`src/rtl/core/rtfb_pkg.sv`:
```
// ----------------------------------------------------------------------------
// rtfb_pkg
// Types and constants shared by the transmit-request frame builder.
// ----------------------------------------------------------------------------
package rtfb_pkg;

  localparam int MAX_PAYLOAD  = 256;
  localparam int COUNT_W      = 9;
  localparam int CFG_INDEX_W  = 3;
  localparam int CFG_DATA_W   = 64;
  localparam int QUEUE_DEPTH  = 4;
  localparam int QPTR_W       = $clog2(QUEUE_DEPTH);
  localparam int HDR_IDX_W    = 5;

  localparam logic [7:0]  START_MARK  = 8'h7E;
  localparam logic [15:0] LENGTH_BASE = 16'd14;
  localparam logic [7:0]  SUM_INVERT  = 8'hFF;

  // Configuration register indexes.
  localparam logic [CFG_INDEX_W-1:0] REG_DEST_LONG  = 3'd0;
  localparam logic [CFG_INDEX_W-1:0] REG_DEST_SHORT = 3'd1;
  localparam logic [CFG_INDEX_W-1:0] REG_FRAME_KIND = 3'd2;
  localparam logic [CFG_INDEX_W-1:0] REG_FRAME_TAG  = 3'd3;
  localparam logic [CFG_INDEX_W-1:0] REG_HOP_LIMIT  = 3'd4;
  localparam logic [CFG_INDEX_W-1:0] REG_TX_OPTIONS = 3'd5;

  // Header byte positions, in transmit order.
  localparam logic [HDR_IDX_W-1:0] HDR_START     = 5'd0;
  localparam logic [HDR_IDX_W-1:0] HDR_LEN_HI    = 5'd1;
  localparam logic [HDR_IDX_W-1:0] HDR_LEN_LO    = 5'd2;
  localparam logic [HDR_IDX_W-1:0] HDR_KIND      = 5'd3;
  localparam logic [HDR_IDX_W-1:0] HDR_TAG       = 5'd4;
  localparam logic [HDR_IDX_W-1:0] HDR_LONG_MSB  = 5'd5;
  localparam logic [HDR_IDX_W-1:0] HDR_LONG_LSB  = 5'd12;
  localparam logic [HDR_IDX_W-1:0] HDR_SHORT_HI  = 5'd13;
  localparam logic [HDR_IDX_W-1:0] HDR_SHORT_LO  = 5'd14;
  localparam logic [HDR_IDX_W-1:0] HDR_HOP       = 5'd15;
  localparam logic [HDR_IDX_W-1:0] HDR_OPTIONS   = 5'd16;

  typedef struct packed {
    logic [63:0] dest_long_address;
    logic [15:0] dest_short_address;
    logic [7:0]  frame_kind;
    logic [7:0]  frame_tag;
    logic [7:0]  hop_limit;
    logic [7:0]  transmit_options;
  } cfg_t;

  // One classified payload byte on its way from the front to the back.
  typedef struct packed {
    logic [7:0]         data;
    logic [COUNT_W-1:0] count;
    logic               first;
    logic               last;
  } entry_t;

  typedef enum logic [1:0] {
    ST_DATA,
    ST_HDR,
    ST_PAY,
    ST_CSUM
  } back_state_t;

endpackage

```
`src/rtl/core/rtfb_if.sv`:
```
// ----------------------------------------------------------------------------
// rtfb_if
// Valid/ready channels for payload bytes in and frame bytes out.
// ----------------------------------------------------------------------------
interface rtfb_payload_if
  import rtfb_pkg::*;
();
  logic               valid;
  logic               ready;
  logic [7:0]         payload_byte;
  logic [COUNT_W-1:0] payload_count;

  modport source (output valid, output payload_byte, output payload_count, input ready);
  modport sink   (input valid, input payload_byte, input payload_count, output ready);
endinterface

interface rtfb_frame_if;
  logic       valid;
  logic       ready;
  logic [7:0] out_byte;
  logic       frame_end;

  modport source (output valid, output out_byte, output frame_end, input ready);
  modport sink   (input valid, input out_byte, input frame_end, output ready);
endinterface

```
`src/rtl/core/radio_api_tx_frame_builder.sv`:
```
// ----------------------------------------------------------------------------
// radio_api_tx_frame_builder
// Builds API transmit-request frames (header, payload, checksum) from a
// stream of payload bytes, with addressing fields held in registers.
//
//   channel   dir   transaction          fields
//   payload   in    one payload byte     payload_byte[7:0], payload_count[8:0]
//   frame     out   one frame byte       out_byte[7:0], frame_end
//   cfg       in    one register write   cfg_we, cfg_index[2:0], cfg_data[63:0]
//
// The output register sends one byte per cycle while the frame side is ready:
// a frame's first payload byte follows the 17 header bytes, and its last byte
// is followed by the checksum.
// A four-entry queue lets payload bytes keep arriving while the header goes out.
// Reset is synchronous and loads the register defaults; no clearing pass.
// Either side may stall at any time without loss.
// ----------------------------------------------------------------------------
module radio_api_tx_frame_builder
  import rtfb_pkg::*;
(
  input  logic                   clk,
  input  logic                   rst,
  input  logic                   cfg_we,
  input  logic [CFG_INDEX_W-1:0] cfg_index,
  input  logic [CFG_DATA_W-1:0]  cfg_data,
  rtfb_payload_if.sink           payload,
  rtfb_frame_if.source           frame
);

  cfg_t   cfg;
  logic   q_full;
  logic   q_empty;
  logic   push;
  logic   pop;
  entry_t push_entry;
  entry_t head;

  always_ff @(posedge clk) begin
    if (rst) begin
      cfg.dest_long_address  <= '0;
      cfg.dest_short_address <= 16'hFFFE;
      cfg.frame_kind         <= 8'h10;
      cfg.frame_tag          <= 8'h01;
      cfg.hop_limit          <= '0;
      cfg.transmit_options   <= '0;
    end else if (cfg_we) begin
      case (cfg_index)
        REG_DEST_LONG:  cfg.dest_long_address  <= cfg_data;
        REG_DEST_SHORT: cfg.dest_short_address <= cfg_data[15:0];
        REG_FRAME_KIND: cfg.frame_kind         <= cfg_data[7:0];
        REG_FRAME_TAG:  cfg.frame_tag          <= cfg_data[7:0];
        REG_HOP_LIMIT:  cfg.hop_limit          <= cfg_data[7:0];
        REG_TX_OPTIONS: cfg.transmit_options   <= cfg_data[7:0];
        default: begin
        end
      endcase
    end
  end

  rtfb_front u_front (
    .clk        (clk),
    .rst        (rst),
    .payload    (payload),
    .q_full     (q_full),
    .push       (push),
    .push_entry (push_entry)
  );

  rtfb_queue u_queue (
    .clk        (clk),
    .rst        (rst),
    .push       (push),
    .push_entry (push_entry),
    .pop        (pop),
    .full       (q_full),
    .empty      (q_empty),
    .head       (head)
  );

  rtfb_back u_back (
    .clk     (clk),
    .rst     (rst),
    .cfg     (cfg),
    .q_empty (q_empty),
    .head    (head),
    .pop     (pop),
    .frame   (frame)
  );

endmodule

```
`src/rtl/core/rtfb_front.sv`:
```
// ----------------------------------------------------------------------------
// rtfb_front
// Accepts payload bytes and tags each as first and/or last of its frame.
// ----------------------------------------------------------------------------
module rtfb_front
  import rtfb_pkg::*;
(
  input  logic                clk,
  input  logic                rst,
  rtfb_payload_if.sink        payload,
  input  logic                q_full,
  output logic                push,
  output entry_t              push_entry
);

  logic [COUNT_W-1:0] bytes_remaining;
  logic [COUNT_W-1:0] bytes_remaining_next;
  logic [COUNT_W-1:0] count_sat;
  logic               first;

  assign payload.ready = !q_full;
  assign push          = payload.valid && payload.ready;
  assign first         = (bytes_remaining == '0);

  always_comb begin
    // A zero count still covers the byte that carries it.
    if (payload.payload_count == '0) begin
      count_sat = COUNT_W'(1);
    end else if (payload.payload_count > COUNT_W'(MAX_PAYLOAD)) begin
      count_sat = COUNT_W'(MAX_PAYLOAD);
    end else begin
      count_sat = payload.payload_count;
    end

    if (first) begin
      bytes_remaining_next = count_sat - COUNT_W'(1);
    end else begin
      bytes_remaining_next = bytes_remaining - COUNT_W'(1);
    end

    push_entry.data  = payload.payload_byte;
    push_entry.count = count_sat;
    push_entry.first = first;
    push_entry.last  = (bytes_remaining_next == '0);
  end

  always_ff @(posedge clk) begin
    if (rst) begin
      bytes_remaining <= '0;
    end else if (push) begin
      bytes_remaining <= bytes_remaining_next;
    end
  end

endmodule

```
`src/rtl/core/rtfb_queue.sv`:
```
// ----------------------------------------------------------------------------
// rtfb_queue
// Short register queue between the front and the back.
// ----------------------------------------------------------------------------
module rtfb_queue
  import rtfb_pkg::*;
(
  input  logic   clk,
  input  logic   rst,
  input  logic   push,
  input  entry_t push_entry,
  input  logic   pop,
  output logic   full,
  output logic   empty,
  output entry_t head
);

  entry_t            slots [QUEUE_DEPTH];
  logic [QPTR_W-1:0] wr_ptr;
  logic [QPTR_W-1:0] rd_ptr;
  logic [QPTR_W:0]   fill;

  assign full  = (fill == (QPTR_W+1)'(QUEUE_DEPTH));
  assign empty = (fill == '0);
  assign head  = slots[rd_ptr];

  always_ff @(posedge clk) begin
    if (push) begin
      slots[wr_ptr] <= push_entry;
    end
  end

  always_ff @(posedge clk) begin
    if (rst) begin
      wr_ptr <= '0;
      rd_ptr <= '0;
      fill   <= '0;
    end else begin
      if (push) begin
        wr_ptr <= wr_ptr + QPTR_W'(1);
      end
      if (pop) begin
        rd_ptr <= rd_ptr + QPTR_W'(1);
      end
      if (push && !pop) begin
        fill <= fill + (QPTR_W+1)'(1);
      end else if (pop && !push) begin
        fill <= fill - (QPTR_W+1)'(1);
      end
    end
  end

endmodule

```
`src/rtl/core/rtfb_back.sv`:
```
// ----------------------------------------------------------------------------
// rtfb_back
// Serializes queued entries into header, payload and checksum bytes.
// ----------------------------------------------------------------------------
module rtfb_back
  import rtfb_pkg::*;
(
  input  logic          clk,
  input  logic          rst,
  input  cfg_t          cfg,
  input  logic          q_empty,
  input  entry_t        head,
  output logic          pop,
  rtfb_frame_if.source  frame
);

  back_state_t          state;
  back_state_t          state_next;
  logic [HDR_IDX_W-1:0] hdr_idx;
  logic [HDR_IDX_W-1:0] hdr_idx_next;
  logic [7:0]           running_sum;
  logic [7:0]           running_sum_next;
  logic                 out_valid;
  logic [7:0]           out_byte;
  logic                 out_end;
  logic                 advance;
  logic                 emit;
  logic [7:0]           emit_byte;
  logic                 emit_end;
  logic [7:0]           hdr_byte;
  logic [15:0]          frame_len;
  logic [2:0]           long_sel;

  assign frame.valid     = out_valid;
  assign frame.out_byte  = out_byte;
  assign frame.frame_end = out_end;
  assign advance         = !out_valid || frame.ready;

  assign frame_len = 16'(head.count) + LENGTH_BASE;
  // Byte 5 of the header is the most significant byte of the long address.
  assign long_sel  = 3'(HDR_LONG_LSB - hdr_idx);

  always_comb begin
    case (hdr_idx)
      HDR_START:    hdr_byte = START_MARK;
      HDR_LEN_HI:   hdr_byte = frame_len[15:8];
      HDR_LEN_LO:   hdr_byte = frame_len[7:0];
      HDR_KIND:     hdr_byte = cfg.frame_kind;
      HDR_TAG:      hdr_byte = cfg.frame_tag;
      HDR_SHORT_HI: hdr_byte = cfg.dest_short_address[15:8];
      HDR_SHORT_LO: hdr_byte = cfg.dest_short_address[7:0];
      HDR_HOP:      hdr_byte = cfg.hop_limit;
      HDR_OPTIONS:  hdr_byte = cfg.transmit_options;
      default: begin
        if (hdr_idx inside {[HDR_LONG_MSB:HDR_LONG_LSB]}) begin
          hdr_byte = cfg.dest_long_address[{long_sel, 3'b000} +: 8];
        end else begin
          hdr_byte = '0;
        end
      end
    endcase
  end

  always_comb begin
    state_next       = state;
    hdr_idx_next     = hdr_idx;
    running_sum_next = running_sum;
    emit             = 1'b0;
    emit_byte        = '0;
    emit_end         = 1'b0;
    pop              = 1'b0;

    if (advance) begin
      case (state)
        ST_DATA: begin
          if (!q_empty) begin
            emit = 1'b1;
            if (head.first) begin
              emit_byte        = START_MARK;
              running_sum_next = '0;
              hdr_idx_next     = HDR_LEN_HI;
              state_next       = ST_HDR;
            end else begin
              emit_byte        = head.data;
              running_sum_next = running_sum + head.data;
              pop              = 1'b1;
              state_next       = head.last ? ST_CSUM : ST_DATA;
            end
          end
        end
        ST_HDR: begin
          emit      = 1'b1;
          emit_byte = hdr_byte;
          // The start mark and the length stay out of the checksum.
          if (hdr_idx >= HDR_KIND) begin
            running_sum_next = running_sum + hdr_byte;
          end
          hdr_idx_next = hdr_idx + HDR_IDX_W'(1);
          if (hdr_idx == HDR_OPTIONS) begin
            state_next = ST_PAY;
          end
        end
        ST_PAY: begin
          emit             = 1'b1;
          emit_byte        = head.data;
          running_sum_next = running_sum + head.data;
          pop              = 1'b1;
          state_next       = head.last ? ST_CSUM : ST_DATA;
        end
        ST_CSUM: begin
          emit       = 1'b1;
          emit_byte  = SUM_INVERT - running_sum;
          emit_end   = 1'b1;
          state_next = ST_DATA;
        end
        default: begin
          state_next = ST_DATA;
        end
      endcase
    end
  end

  always_ff @(posedge clk) begin
    if (rst) begin
      state       <= ST_DATA;
      hdr_idx     <= '0;
      running_sum <= '0;
      out_valid   <= 1'b0;
    end else begin
      state       <= state_next;
      hdr_idx     <= hdr_idx_next;
      running_sum <= running_sum_next;
      if (advance) begin
        out_valid <= emit;
      end
    end
  end

  always_ff @(posedge clk) begin
    if (advance && emit) begin
      out_byte <= emit_byte;
      out_end  <= emit_end;
    end
  end

endmodule
```
`src/flat_wrapper.sv`:
```
// flat-port wrapper written by rule: the top's interface ports become plain ports
module radio_api_tx_frame_builder_flat import rtfb_pkg::*;
  (clk, rst, cfg_we, cfg_index, cfg_data, payload_valid, payload_payload_byte, payload_payload_count, payload_ready, frame_valid, frame_out_byte, frame_frame_end, frame_ready);
  rtfb_payload_if payload_i ();
  rtfb_frame_if frame_i ();
  input  logic clk;
  input  logic rst;
  input  logic cfg_we;
  input  logic [CFG_INDEX_W-1:0] cfg_index;
  input  logic [CFG_DATA_W-1:0] cfg_data;
  input wire logic [$bits(payload_i.valid)-1:0] payload_valid;
  input wire logic [$bits(payload_i.payload_byte)-1:0] payload_payload_byte;
  input wire logic [$bits(payload_i.payload_count)-1:0] payload_payload_count;
  output wire logic [$bits(payload_i.ready)-1:0] payload_ready;
  output wire logic [$bits(frame_i.valid)-1:0] frame_valid;
  output wire logic [$bits(frame_i.out_byte)-1:0] frame_out_byte;
  output wire logic [$bits(frame_i.frame_end)-1:0] frame_frame_end;
  input wire logic [$bits(frame_i.ready)-1:0] frame_ready;
  assign payload_i.valid = payload_valid;
  assign payload_i.payload_byte = payload_payload_byte;
  assign payload_i.payload_count = payload_payload_count;
  assign payload_ready = payload_i.ready;
  assign frame_valid = frame_i.valid;
  assign frame_out_byte = frame_i.out_byte;
  assign frame_frame_end = frame_i.frame_end;
  assign frame_i.ready = frame_ready;
  radio_api_tx_frame_builder u_core (.clk(clk), .rst(rst), .cfg_we(cfg_we), .cfg_index(cfg_index), .cfg_data(cfg_data), .payload(payload_i), .frame(frame_i));
endmodule
```
`config.mk`:
```
export PLATFORM = sky130hd
export DESIGN_NAME = radio_api_tx_frame_builder_flat
export DESIGN_NICKNAME = d
export VERILOG_FILES = /design/src/rtl/core/rtfb_pkg.sv /design/src/rtl/core/rtfb_if.sv /design/src/rtl/core/radio_api_tx_frame_builder.sv /design/src/rtl/core/rtfb_front.sv /design/src/rtl/core/rtfb_queue.sv /design/src/rtl/core/rtfb_back.sv /design/src/flat_wrapper.sv
export SDC_FILE = /design/constraint.sdc
export NUM_CORES = 1
export LEC_CHECK = 0
export ABC_AREA = 1
export BUFFER_PORTS_ARGS = -buffer_cell sky130_fd_sc_hd__buf_2
export CAP_MARGIN = 10
export CORE_AREA = 5 5 194 196
export DETAILED_ROUTE_END_ITERATION = 7
export DIE_AREA = 0 0 199 201
export PLACE_DENSITY = 0.52
export SLEW_MARGIN = 20
export SYNTH_ARGS = -nofsm -noshare
export SYNTH_HDL_FRONTEND = slang
export SYNTH_HIERARCHICAL = 1
export SYNTH_SLANG_ARGS = --single-unit
export TNS_END_PERCENT = 5
```
`constraint.sdc`:
```
create_clock -name clk -period 4.3 [get_ports clk]
set_input_delay 1.29 -clock clk [delete_from_list [all_inputs] [get_ports clk]]
set_output_delay 1.29 -clock clk [all_outputs]
set_load 0.03 [all_outputs]
```
After elaboration in Yosys (flattened, before gate mapping):

Memory sizes are Yosys's and may differ from the RTL's. A register that Yosys moved wholly into a read port is not among the register bits.
Index checks and enable logic that the tools add are counted.

* flip-flop bits (word level): 153
* RAM bits: 76
* bits of input ports: 89
* output and inout port bits: 11
* word-level logic and storage cells: 119
* memories kept: 1

Memories
* u_core.u_queue.slots: words 4, bits a word 19, read ports 1, clocked after Yosys merged registers in 1, write ports 1, line rtfb_queue.sv:18 `entry_t slots [QUEUE_DEPTH];`

* add/sub/neg operators: 12
* $lt $le $gt $ge: 4
* equal/unequal tests: 21
* shift-type cells: 1
* mux-type cells: 34
* reductions and logical operators: 30

Operator list (count)
* $pmux W8 S9: 1
* $shiftx A64 B7 Y8: 1
* $mux W8: 6
* $pmux W8 S4: 1
* $logic_not A9 Y1: 3
* $mux W9: 3
* $pmux W8 S3: 1
* $sub A9 B1 Y9 const B: 2
* $add A8 B8 Y8: 2
* $eq A5 B4 Y1 const B: 3
* $mux W2: 6
* $reduce_and A2 Y1: 6
* $add A9 B4 Y10 const B: 1
* $eq A5 B2 Y1 const B: 2
* $mux W5: 2
* $pmux W5 S2: 1
* $eq A3 B3 Y1 const B: 3
* $gt A9 B9 Y1 const B: 1
* $mux W1: 8
* $pmux W2 S4: 1
* $reduce_and A4 Y1: 2
* $sub A8 B8 Y8 const A: 1
* $eq A3 B2 Y1 const B: 2
* $logic_not A3 Y1: 2
* 27 further kinds: 41

Longest topological paths before layout:

Gate-level depths: netlist of run 1.

* depth after elaboration: 7
* gate-level depth with buffers: 26
* gate-level depth less buffers: 24

By module:

The synthesis of run 1 kept the hierarchy.

Modules (own cells, without submodules)
* radio_api_tx_frame_builder: instances 1, cells an instance 668, area each 4566.9 um^2, sequential area each 2242.2 um^2
* rtfb_back: instances 1, cells an instance 586, area each 3524.6 um^2, sequential area each 590.6 um^2
* rtfb_queue: instances 1, cells an instance 242, area each 3301.9 um^2, sequential area each 2462.4 um^2
* rtfb_front: instances 1, cells an instance 164, area each 945.9 um^2, sequential area each 180.2 um^2

Least setup slack after synthesis of run 1:

Ideal clock, no wire load.

* path type: register to register
* from: register u_core.u_back.hdr_idx[0]
* to: register u_core.u_back.running_sum[6]
* library setup time: 74 ps
* arrival: 3316 ps
* required time: 4226 ps
* slack: 910 ps
* stages on the path, launching flop included: 22
* buffers on the path: 3
* clock period less this slack: 3390 ps
* cells stage by stage: dfxtp_1 -> buf_4 -> inv_2 -> buf_2 -> ha_1 -> clkbuf_1 -> o21ai_0 -> o221ai_1 -> nand3_1 -> nand2_1 -> and2_2 -> ha_1 -> inv_1 -> fa_1 -> nor2_1 -> o21ai_0 -> nand2_1 -> a21oi_1 -> nand2_1 -> nand2_1 -> or2_2 -> a31oi_1

* cells in the longest elaborated chain, start to end: 7
* elaborated cells on any way between the ends: 22
* classes of those cells: 2 x add/sub; 3 x order compare; 9 x eq/ne; 1 x shift; 4 x mux; 3 x reduce/logical

Ends and longest elaborated chain
* start, declared: line rtfb_back.sv:19 `logic [HDR_IDX_W-1:0] hdr_idx;`
* start signal, assigned: line rtfb_back.sv:131 `hdr_idx <= hdr_idx_next;`
* $sub A3 B3 Y3 (tied with other cells): line rtfb_back.sv:41 `assign long_sel = 3'(HDR_LONG_LSB - hdr_idx);`
* $shiftx A64 B7 Y8 or $logic_and A1 B1 Y1 (tied branches): line rtfb_back.sv:56, rtfb_back.sv:55
* $mux W8: line rtfb_back.sv:55 `if (hdr_idx inside {[HDR_LONG_MSB:HDR_LONG_LSB]}) begin`
* $pmux W8 S9: line rtfb_back.sv:44 `case (hdr_idx)`
* $add A8 B8 Y8: line rtfb_back.sv:96 `running_sum_next = running_sum + hdr_byte;`
* $mux W8: line rtfb_back.sv:95 `if (hdr_idx >= HDR_KIND) begin`
* $pmux W8 S3: line rtfb_back.sv:74 `case (state)`
* end signal, assigned: line rtfb_back.sv:132 `running_sum <= running_sum_next;`
* end, declared: line rtfb_back.sv:21 `logic [7:0] running_sum;`

Parallel ways exist; a longest one is shown, timed or not. The select of a mux whose other input is x is not followed.
A chain may end at the register's enable or synchronous reset.

==> results of run 1 <==
## kinds of logic (layout without fill, tap and decap cells)
| family | after synthesis | after routing |
|---|---|---|
| buffers and inverters | 281 | 369 |
| flip-flops | 231 | 231 |
| AND/OR/NAND/NOR | 882 | 882 |
| XOR/XNOR | 8 | 8 |
| AO/OA/AOI/OAI | 223 | 223 |
| adder cells (fa/ha/maj) | 35 | 35 |
## state kept, by name, summed over array words and instances, names as in the netlist, named ones only
signal / cells
u_core/cfg: 112
u_core/u_queue/slots: 76
u_core/u_front/bytes_remaining: 9
u_core/u_back/frame.out_byte: 8
u_core/u_back/running_sum: 8
u_core/u_back/hdr_idx: 5
u_core/u_queue/fill: 3
u_core/u_back/state: 2
u_core/u_queue/rd_ptr: 2
u_core/u_queue/wr_ptr: 2
u_core/u_back/frame.frame_end: 1
u_core/u_back/frame.valid: 1
## metal layers
layer,vias up,global-route usage [%],part of all wire (%)
li1,5509,-,-
met5,-,0,0
met2,181,27.6,46
met4,0,4.13,2.2
met1,5005,24.3,48
met3,52,1.90,3.5
## report_power, final
group,internal (uW),total (uW),switching [uW]
clock,1490,2370,886
combinational,1300,3910,2610
sequential,2570,2750,179
total,5350,9020,3680
## Yosys cell counts, types with 4 or more instances
master and count:
buf_4 13, o211ai_1 6, clkbuf_1 14, edfxtp_1 85
nor2_2 16, inv_1 182, inv_2 18, o21ai_0 94
a31oi_1 4, buf_6 15, a21oi_2 4, nand4_1 10
o22ai_1 19, buf_2 25, nand3_1 169, nor3_1 7
o221ai_1 7, nand2_2 12, ha_1 32, nor2_1 326
a21oi_1 57, nand3_2 6, nand3b_1 4, nor2_4 7
nand2_1 317, buf_1 8, xor2_1 6, dfxtp_1 146
or2_2 4, a211oi_1 6
## worst paths after layout
path                             endpoint  slack (ns)  depth (start not counted)
max          u_core/u_back/running_sum[6]        0.60                         22
min              u_core/u_queue/rd_ptr[1]        0.47                          1
max reg2reg  u_core/u_back/running_sum[6]        0.60                         22
min reg2reg      u_core/u_queue/rd_ptr[1]        0.47                          1
## layout make-up
cell class	count	area, sq um
clock buffer	36	769
clock inverter	12	164
fill	3792	21900
inverter	203	766
multi-input combinational	1148	5600
sequential	231	5480
tap	468	586
timing repair buffer	118	676
## metrics by stage
step | power, uW | hold slack, ns | cells | setup WS, ns | area, sq um
global placement | 6650 | 0.460 | 2168 | 0.650 | 13100
floorplan | 5740 | 0.412 | 1660 | 0.910 | 12300
CTS | 9100 | 0.476 | 2216 | 0.603 | 14000
finish | 9020 | 0.467 | 2216 | 0.596 | 14000
global route | 9710 | 0.484 | 2216 | 0.261 | 14000
detailed placement | 6690 | 0.466 | 2168 | 0.626 | 13100
## critical path, cell delays in order, from the launching register on
cell and delay [ns]:
dfxtp_1 0.34, inv_2 0.33, buf_4 0.28, o21ai_0 0.10, o22ai_1 0.26, nand2_1 0.13
nor2_1 0.19, nand2_1 0.08, nand2_1 0.07, nand3_1 0.07, nand4_1 0.10, and2_2 0.15
ha_1 0.15, inv_1 0.05, fa_1 0.40, nor2_1 0.15, o21ai_0 0.13, nand2_1 0.08
a21oi_1 0.07, nand2_1 0.06, nand2_1 0.04, or2_2 0.26, a31oi_1 0.15
==> flow_summary.toml, run 1 <==
[setup_path]
worstPathArrival_ns = 4.17
crit_path_end_kind = "flip-flop"
worstPathRequired_ns = 4.77
critical_path.max_fanout = 25
crit_type = "reg -> reg"
startpoint_type = "flip-flop"

[outcome]
outcome = "finished, final reports clean"

[synth]
synth-compound-area-share_pct = 10.6
synth_fa_ha_area_share_pct = 3.73
synth-edff-count = 85
syn_nets = 1784
synth_top_family_by_area = "simple AND/OR/NAND/NOR gates"
netlist_area_sq_mm = 0.0123
synth-simple-area-share_pct = 30.5
syn_area_per_cell_sq_um = 7.43
post_synth_num_cell_types = 55
synthMuxAreaShare_pct = 0
yosysSeqAreaShare_pct = 44.4
synth_xor_area_share_pct = 0.568
synth_top_area_share_pct = 23.7
syn_inst = 1660
synth_ff_type = "dfxtp_1"
async_flop_share_pct = 0
yosys_warnings = 6
synth.largest_area_cell = "dfxtp_1"
synth_top_cells_by_area = "dfxtp_1, edfxtp_1, nor2_1"
synth_seq_cells = 231

[detailed_routing]
drt_iter0_drc = 684
routed_via_density = 4.85
postRouteAntennaNets = 0
via_count = 10700
first_pass_iters = 5
wl_per_cell_microns = 15.6
wl_microns = 34500
route.detailed.drc = 0

[grt]
grt_max_degree = 73
track_usage_pct = 17.0
antenna_found_initial = 0
grt_overflow = 0
grt_pass1_vias = 10300
grt_pass1_wl_microns = 55500

[power_and_ir_drop]
power_density_mw_per_mm2 = 643
irDropWorstVdd_uv = 337
power_leakage_uw = 0.00630

[die]
die_w_microns = 199
start_util_pct = 34.4
core-area_sq_mm = 0.0359
rows = 70
num_io_pins = 100
die_h_microns = 201
dieArea_sq_mm = 0.0400

[cells_and_area]
fin_nets = 1853
diodes = 0
layout_common_cells = "nor2_1, nand2_1, inv_1"
drive_gt1_share_pct = 13.6
syn_to_final_growth_pct = 13.8
fin_util_pct = 39.1
mostFrequentLayoutCell = "nor2_1"

[sta]
post-route-period-util_pct = 86.1
tns_ns = 0
hold_violations = 0
fin_skew_ns = 0.0135
rsz0062_at_grt = "no"
setup_viol = 0
max_clock_freq_mhz = 270
tightest_slew_ns = 0.958
relSlewSlack_pct = 36.1
min_period_ns = 3.70
slew_violations = 0

[cts]
cts_setup_buffers = 0
cts-resized-gates = 0
cts_buffers = 27
htreeDepth = 1
clkTransAtPathRegs_ns = 0.06
holdBufCountCts = 0
root_buffer = "clkbuf_16"
clkLatencyLatePin_ns = 0.53
clock_sinks = 231
cts_buffer_depth = 3
cts_tree = "yes"

[place]
dp.final_hpwl_microns = 25400
globalplace.congestion = 0.848
portBuffers = 99

[worst_hold_path]
worstHoldStart = "u_core/u_queue/rd_ptr[1]"
min_path_type = "reg -> reg"

[run]
maxCapViolations = 0
No activity file was read; power rests on OpenSTA's default activity.
==> run 2, diff against run 1 <==
--- a/config.mk
+++ b/config.mk
@@ -6,12 +6,12 @@
 export NUM_CORES = 1
 export LEC_CHECK = 0
 export ABC_AREA = 1
-export BUFFER_PORTS_ARGS = -buffer_cell sky130_fd_sc_hd__buf_2
 export CAP_MARGIN = 10
 export CORE_AREA = 5 5 194 196
 export DETAILED_ROUTE_END_ITERATION = 7
 export DIE_AREA = 0 0 199 201
-export PLACE_DENSITY = 0.52
+export DONT_BUFFER_PORTS = 1
+export PLACE_DENSITY = 0.5
 export SLEW_MARGIN = 20
 export SYNTH_ARGS = -nofsm -noshare
 export SYNTH_HDL_FRONTEND = slang
==> run 2 against run 1 <==
Effect of this change:
- first-iteration DRC count rose by 1.9%
- utilization fell by 1.4 points
- total power decreased by 0.72%
- sequential power grew 4%
- worst hold slack got worse by 0.012 ns
- clock power hardly changed
- non-clock buffer count down 100
- critical endpoint unchanged
- largest power group unchanged
==> flow_summary.toml, run 2 (same netlist as run 1, synthesis figures left out) <==
[cts]
cts-resized-gates = 0
clock_sinks = 231
clkLatencyLatePin_ns = 0.53
cts_buffer_depth = 3
holdBufCountCts = 0
root_buffer = "clkbuf_16"
cts_tree = "yes"
cts_setup_buffers = 0
htreeDepth = 1
clkTransAtPathRegs_ns = 0.06
cts_buffers = 27

[setup_path]
critical-path-slowest-cell = "dfxtp_1"
critical_path.max_fanout = 16
regToRegEndpoint = "u_core/u_back/running_sum[6]"
worstPathRequired_ns = 4.75
crit_chain = "o21ai_0 -> o22ai_1 -> inv_1 -> ha_1 -> or2_2 -> a21oi_1 -> nor2_1 -> nand4_1 -> o21bai_1 -> ha_1 -> a21o_1 -> o21ai_0 -> nand2_1 -> a21oi_1 -> nor2_1 -> or2_2 -> a31oi_1"
cp_num_buf_inv = 1
r2r_cells = 17
startpoint_type = "flip-flop"
crit_path_end_kind = "flip-flop"
crit_type = "reg -> reg"
cpPeakStageDelay_ns = 0.60
worst-r2r-setup-slack_ns = 0.60
worstPathArrival_ns = 4.15
crit_family = "compound AO/OA/AOI/OAI gates"

[place]
dp.final_hpwl_microns = 25200
portBuffers = 0
place_ws_ns = 0.600
globalplace.congestion = 0.872

[sta]
max_clock_freq_mhz = 270
relSlewSlack_pct = 31.3
rsz0062_at_grt = "no"
slew_violations = 0
hold_slack_ns = 0.455
setup_viol = 0
hold_violations = 0
post-route-period-util_pct = 86.0
tns_ns = 0
fin_skew_ns = 0.0156
final.setup.worst_slack_ns = 0.601
min_period_ns = 3.70
tightest_slew_ns = 1.03

[cells_and_area]
diodes = 0
fin_nets = 1753
top_register = "u_core/cfg"
seq_area_sq_mm = 0.00548
reg.largest.list = "u_core/cfg (112), u_core/u_queue/slots (76), u_core/u_front/bytes_remaining (9)"
syn_to_final_growth_pct = 9.61
drive_gt1_share_pct = 8.49
mostFrequentLayoutCell = "nor2_1"
fillers = 3818
layout_common_cells = "nor2_1, nand2_1, inv_1"
largest_reg_flops = 112
multiInputGateArea_sq_mm = 0.00560
fin_util_pct = 37.7

[detailed_routing]
routed_via_density = 4.91
via_count = 10400
wl_microns = 34600
wl_per_cell_microns = 16.4
drt_iter0_drc = 697
route.detailed.drc = 0
postRouteAntennaNets = 0
first_pass_iters = 5

[grt]
track_usage_pct = 16.8
grt_pass1_vias = 9951
grt_overflow = 0
antenna_found_initial = 0
grt_max_degree = 65
grt_pass1_wl_microns = 54700

[worst_hold_path]
min_path_type = "reg -> reg"
worstHoldStart = "u_core/u_queue/rd_ptr[1]"
whs_endpoint = "u_core/u_queue/rd_ptr[1]"
holdPathStages = 1

[die]
die_h_microns = 201
rows = 70
num_io_pins = 100
dieArea_sq_mm = 0.0400
start_util_pct = 34.4
core-area_sq_mm = 0.0359
die_w_microns = 199

[power_and_ir_drop]
power_leakage_uw = 0.00590
power_density_mw_per_mm2 = 662
irDropWorstVdd_uv = 301

[run]
maxCapViolations = 0

[outcome]
outcome = "finished, final reports clean"
## run 2: cell types whose count changed in the layout (fill, tap and decap cells not counted), sizes merged
cell	previous run	this run
inv	201	203
clkinv	9	7
clkbuf	36	39
buf	118	18
bufinv	4	2
## run 2: area by class of cell
cell class | instances | share of cell area (%)
multi-input cells | 1148 | 41.4
flip-flops and latches | 231 | 40.5
clock buffers | 39 | 6.08
inverters | 203 | 5.67
well taps | 468 | 4.33
repair buffers | 18 | 1.18
clock inverters | 10 | 0.851
## run 2: worst max path at each step
stage	start	depth (start not counted)	endpoint	slack, ns
floorplan	u_core/u_back/hdr_idx[0]	21	u_core/u_back/running_sum[6]	0.91
global placement	flip-flop	24	u_core/u_back/running_sum[6]	0.64
detailed placement	flip-flop	24	u_core/u_back/running_sum[6]	0.60
CTS	flip-flop	24	u_core/u_back/running_sum[6]	0.60
global route	flip-flop	23	u_core/u_back/running_sum[6]	0.13
finish	flip-flop	17	u_core/u_back/running_sum[6]	0.60
## run 2: routing by layer
| layer | routed length (microns) | share of wire [%] | GRT usage [%] | vias up |
|---|---|---|---|---|
| li1 | - | - | - | 5298 |
| met4 | 732 | 2.1 | 3.79 | 0 |
| met5 | 0 | 0 | 0 | - |
| met3 | 1640 | 4.7 | 2.25 | 48 |
| met2 | 15600 | 45 | 26.3 | 248 |
| met1 | 16700 | 48 | 24.7 | 4799 |
## run 2: power by group
part	leakage [uW]	switching (uW)	total (uW)	internal, uW
combinational	0.00345	2490	3730	1240
clock	0.000464	924	2370	1450
sequential	0.00198	282	2850	2570
## run 2: through the flow
step / cells / cell area [sq um] / total power (uW)
final: 2117 / 13500 / 8960
after global routing: 2117 / 13500 / 9630
after CTS: 2117 / 13500 / 9020
after detailed placement: 2068 / 12600 / 6610
after global placement: 2068 / 12600 / 6590
after floorplan: 1660 / 12300 / 5740
==> run 3, diff against run 2 <==
--- a/config.mk
+++ b/config.mk
@@ -7,11 +7,11 @@
 export LEC_CHECK = 0
 export ABC_AREA = 1
 export CAP_MARGIN = 10
-export CORE_AREA = 5 5 194 196
+export CORE_AREA = 5 5 172 174
 export DETAILED_ROUTE_END_ITERATION = 7
-export DIE_AREA = 0 0 199 201
+export DIE_AREA = 0 0 177 179
 export DONT_BUFFER_PORTS = 1
-export PLACE_DENSITY = 0.5
+export PLACE_DENSITY = 0.6
 export SLEW_MARGIN = 20
 export SYNTH_ARGS = -nofsm -noshare
 export SYNTH_HDL_FRONTEND = slang
==> run 3 against run 2 <==
Effect of this change:
- setup slack got worse by 0.082 ns
- non-clock buffer count fell by 6
- total power fell by 3.9%
- utilization rose by 10 points
- clock power fell by 14%
- combinational power barely moved
- clock-buffer cell count fell by 4
- final cell count fell by 4.7%
- critical path type unchanged
- critical endpoint unchanged
- largest cell class unchanged
- highest routed layer unchanged
==> flow_summary.toml, run 3 (same netlist as run 1, synthesis figures left out) <==
[setup_path]
crit_type = "reg -> reg"
worst-r2r-setup-slack_ns = 0.52
worstPathArrival_ns = 4.22
crit_path_end_kind = "flip-flop"
startpoint_type = "flip-flop"
critical_path.max_fanout = 19
worstPathRequired_ns = 4.74

[detailed_routing]
via_count = 10400
first_pass_iters = 5
postRouteAntennaNets = 0
route.detailed.drc = 0
drt_iter0_drc = 963
routed_via_density = 5.14
wl_per_cell_microns = 15.9
wl_microns = 32100

[cells_and_area]
syn_to_final_growth_pct = 7.21
diodes = 0
drive_gt1_share_pct = 7.81
final_cells = 2017
stdcell_area_sq_mm = 0.0132
reg.largest.list = "u_core/cfg (112), u_core/u_queue/slots (76), u_core/u_front/bytes_remaining (9)"
fin_nets = 1745
largest_reg_flops = 112
layout_common_cells = "nor2_1, nand2_1, inv_1"
top_register = "u_core/cfg"
mostFrequentLayoutCell = "nor2_1"
fillers = 2862

[sta]
max_clock_freq_mhz = 264
slew_violations = 0
hold_slack_ns = 0.451
tightest_slew_ns = 1.09
rsz0062_at_grt = "no"
setup_viol = 0
relSlewSlack_pct = 27.2
min_period_ns = 3.78
tns_ns = 0
fin_skew_ns = 0.0103
post-route-period-util_pct = 87.9
hold_violations = 0
final.setup.worst_slack_ns = 0.519

[cts]
root_buffer = "clkbuf_16"
clkLatencyLatePin_ns = 0.52
clkTransAtPathRegs_ns = 0.06
htreeDepth = 1
cts_setup_buffers = 0
cts_buffer_depth = 3
cts_tree = "yes"
cts_buffers = 25
clock_sinks = 231
holdBufCountCts = 0

[place]
placed_cells = 1972
place_ws_ns = 0.480
placed_area_sq_mm = 0.0124
portBuffers = 0
globalplace.congestion = 0.872
dp.final_hpwl_microns = 23300

[die]
die_w_microns = 177
dieArea_sq_mm = 0.0317
rows = 61
die_h_microns = 179
num_io_pins = 100
core-area_sq_mm = 0.0276
start_util_pct = 44.7

[power_and_ir_drop]
irDropWorstVdd_uv = 313
power_leakage_uw = 0.00580
power_density_mw_per_mm2 = 651

[grt]
grt_pass1_wl_microns = 51300
antenna_found_initial = 0
grt_overflow = 0
grtUsageMet1_pct = 29.7
track_usage_pct = 20.0
busiest_layer = "met2"
grt_pass1_vias = 9585
grt_max_degree = 65
met2_usage_pct = 31.4
use_met3_pct = 2.74

[worst_hold_path]
worstHoldStart = "u_core/u_queue/rd_ptr[1]"
min_path_type = "reg -> reg"

[run]
maxCapViolations = 0

[outcome]
outcome = "finished, final reports clean"
[run 3: through the flow]
stage               power [uW]  utilization, %
finish                    8610            47.9
global route              9270            47.9
detailed placement        6570            45.0
CTS                       8620            47.8
floorplan                 5740               -
global placement          6520            45.0
[run 3: cell type report]
| cell class | count | area [sq um] | area share [%] |
|---|---|---|---|
| multi-input cells | 1148 | 5610 | 42.4 |
| flip-flops and latches | 231 | 5480 | 41.4 |
| inverters | 203 | 769 | 5.82 |
| clock buffers | 35 | 703 | 5.32 |
| well taps | 378 | 473 | 3.58 |
| repair buffers | 12 | 128 | 0.965 |
| clock inverters | 10 | 72.6 | 0.549 |
[run 3: path summary, 6_finish.rpt]
kind / end / cells after the start
worst min-delay path: u_core/u_queue/rd_ptr[1] / 1
worst min register to register: u_core/u_queue/rd_ptr[1] / 1
worst max register to register: u_core/u_back/running_sum[6] / 18
worst max-delay path: u_core/u_back/running_sum[6] / 18
[run 3: timing repair]
| item | 4_1_cts | 5_1_grt |
|---|---|---|
| setup endpoints to repair | 0 | 1 |
| hold endpoints to repair | 0 | 0 |
| gates resized for setup | 0 | 4 |
[run 3: metal layers]
| layer | wire length (microns) | vias to the layer above |
|---|---|---|
| li1 | - | 5281 |
| met1 | 15600 | 4795 |
| met2 | 14200 | 263 |
| met3 | 1830 | 34 |
| met4 | 492 | 0 |
| met5 | 0 | - |
[run 3: power by group]
part | switching (uW) | internal, uW
logic | 2500 | 1230
registers | 279 | 2570
clock network | 876 | 1150
total | 3660 | 4950
[run 3: worst max-delay path, cell delays in order (launching register included)]
cell and delay [ns]:
dfxtp_1 0.41, inv_2 0.30, o21ai_0 0.17, o22ai_1 0.21, inv_1 0.11, ha_1 0.23
or2_2 0.29, a21oi_1 0.17, nor2_1 0.07, nand4_1 0.12, o21bai_1 0.16, ha_1 0.32
a21o_1 0.21, o21ai_0 0.21, nand2_1 0.08, a21oi_1 0.17, nor2_1 0.05, or2_2 0.28
a31oi_1 0.15
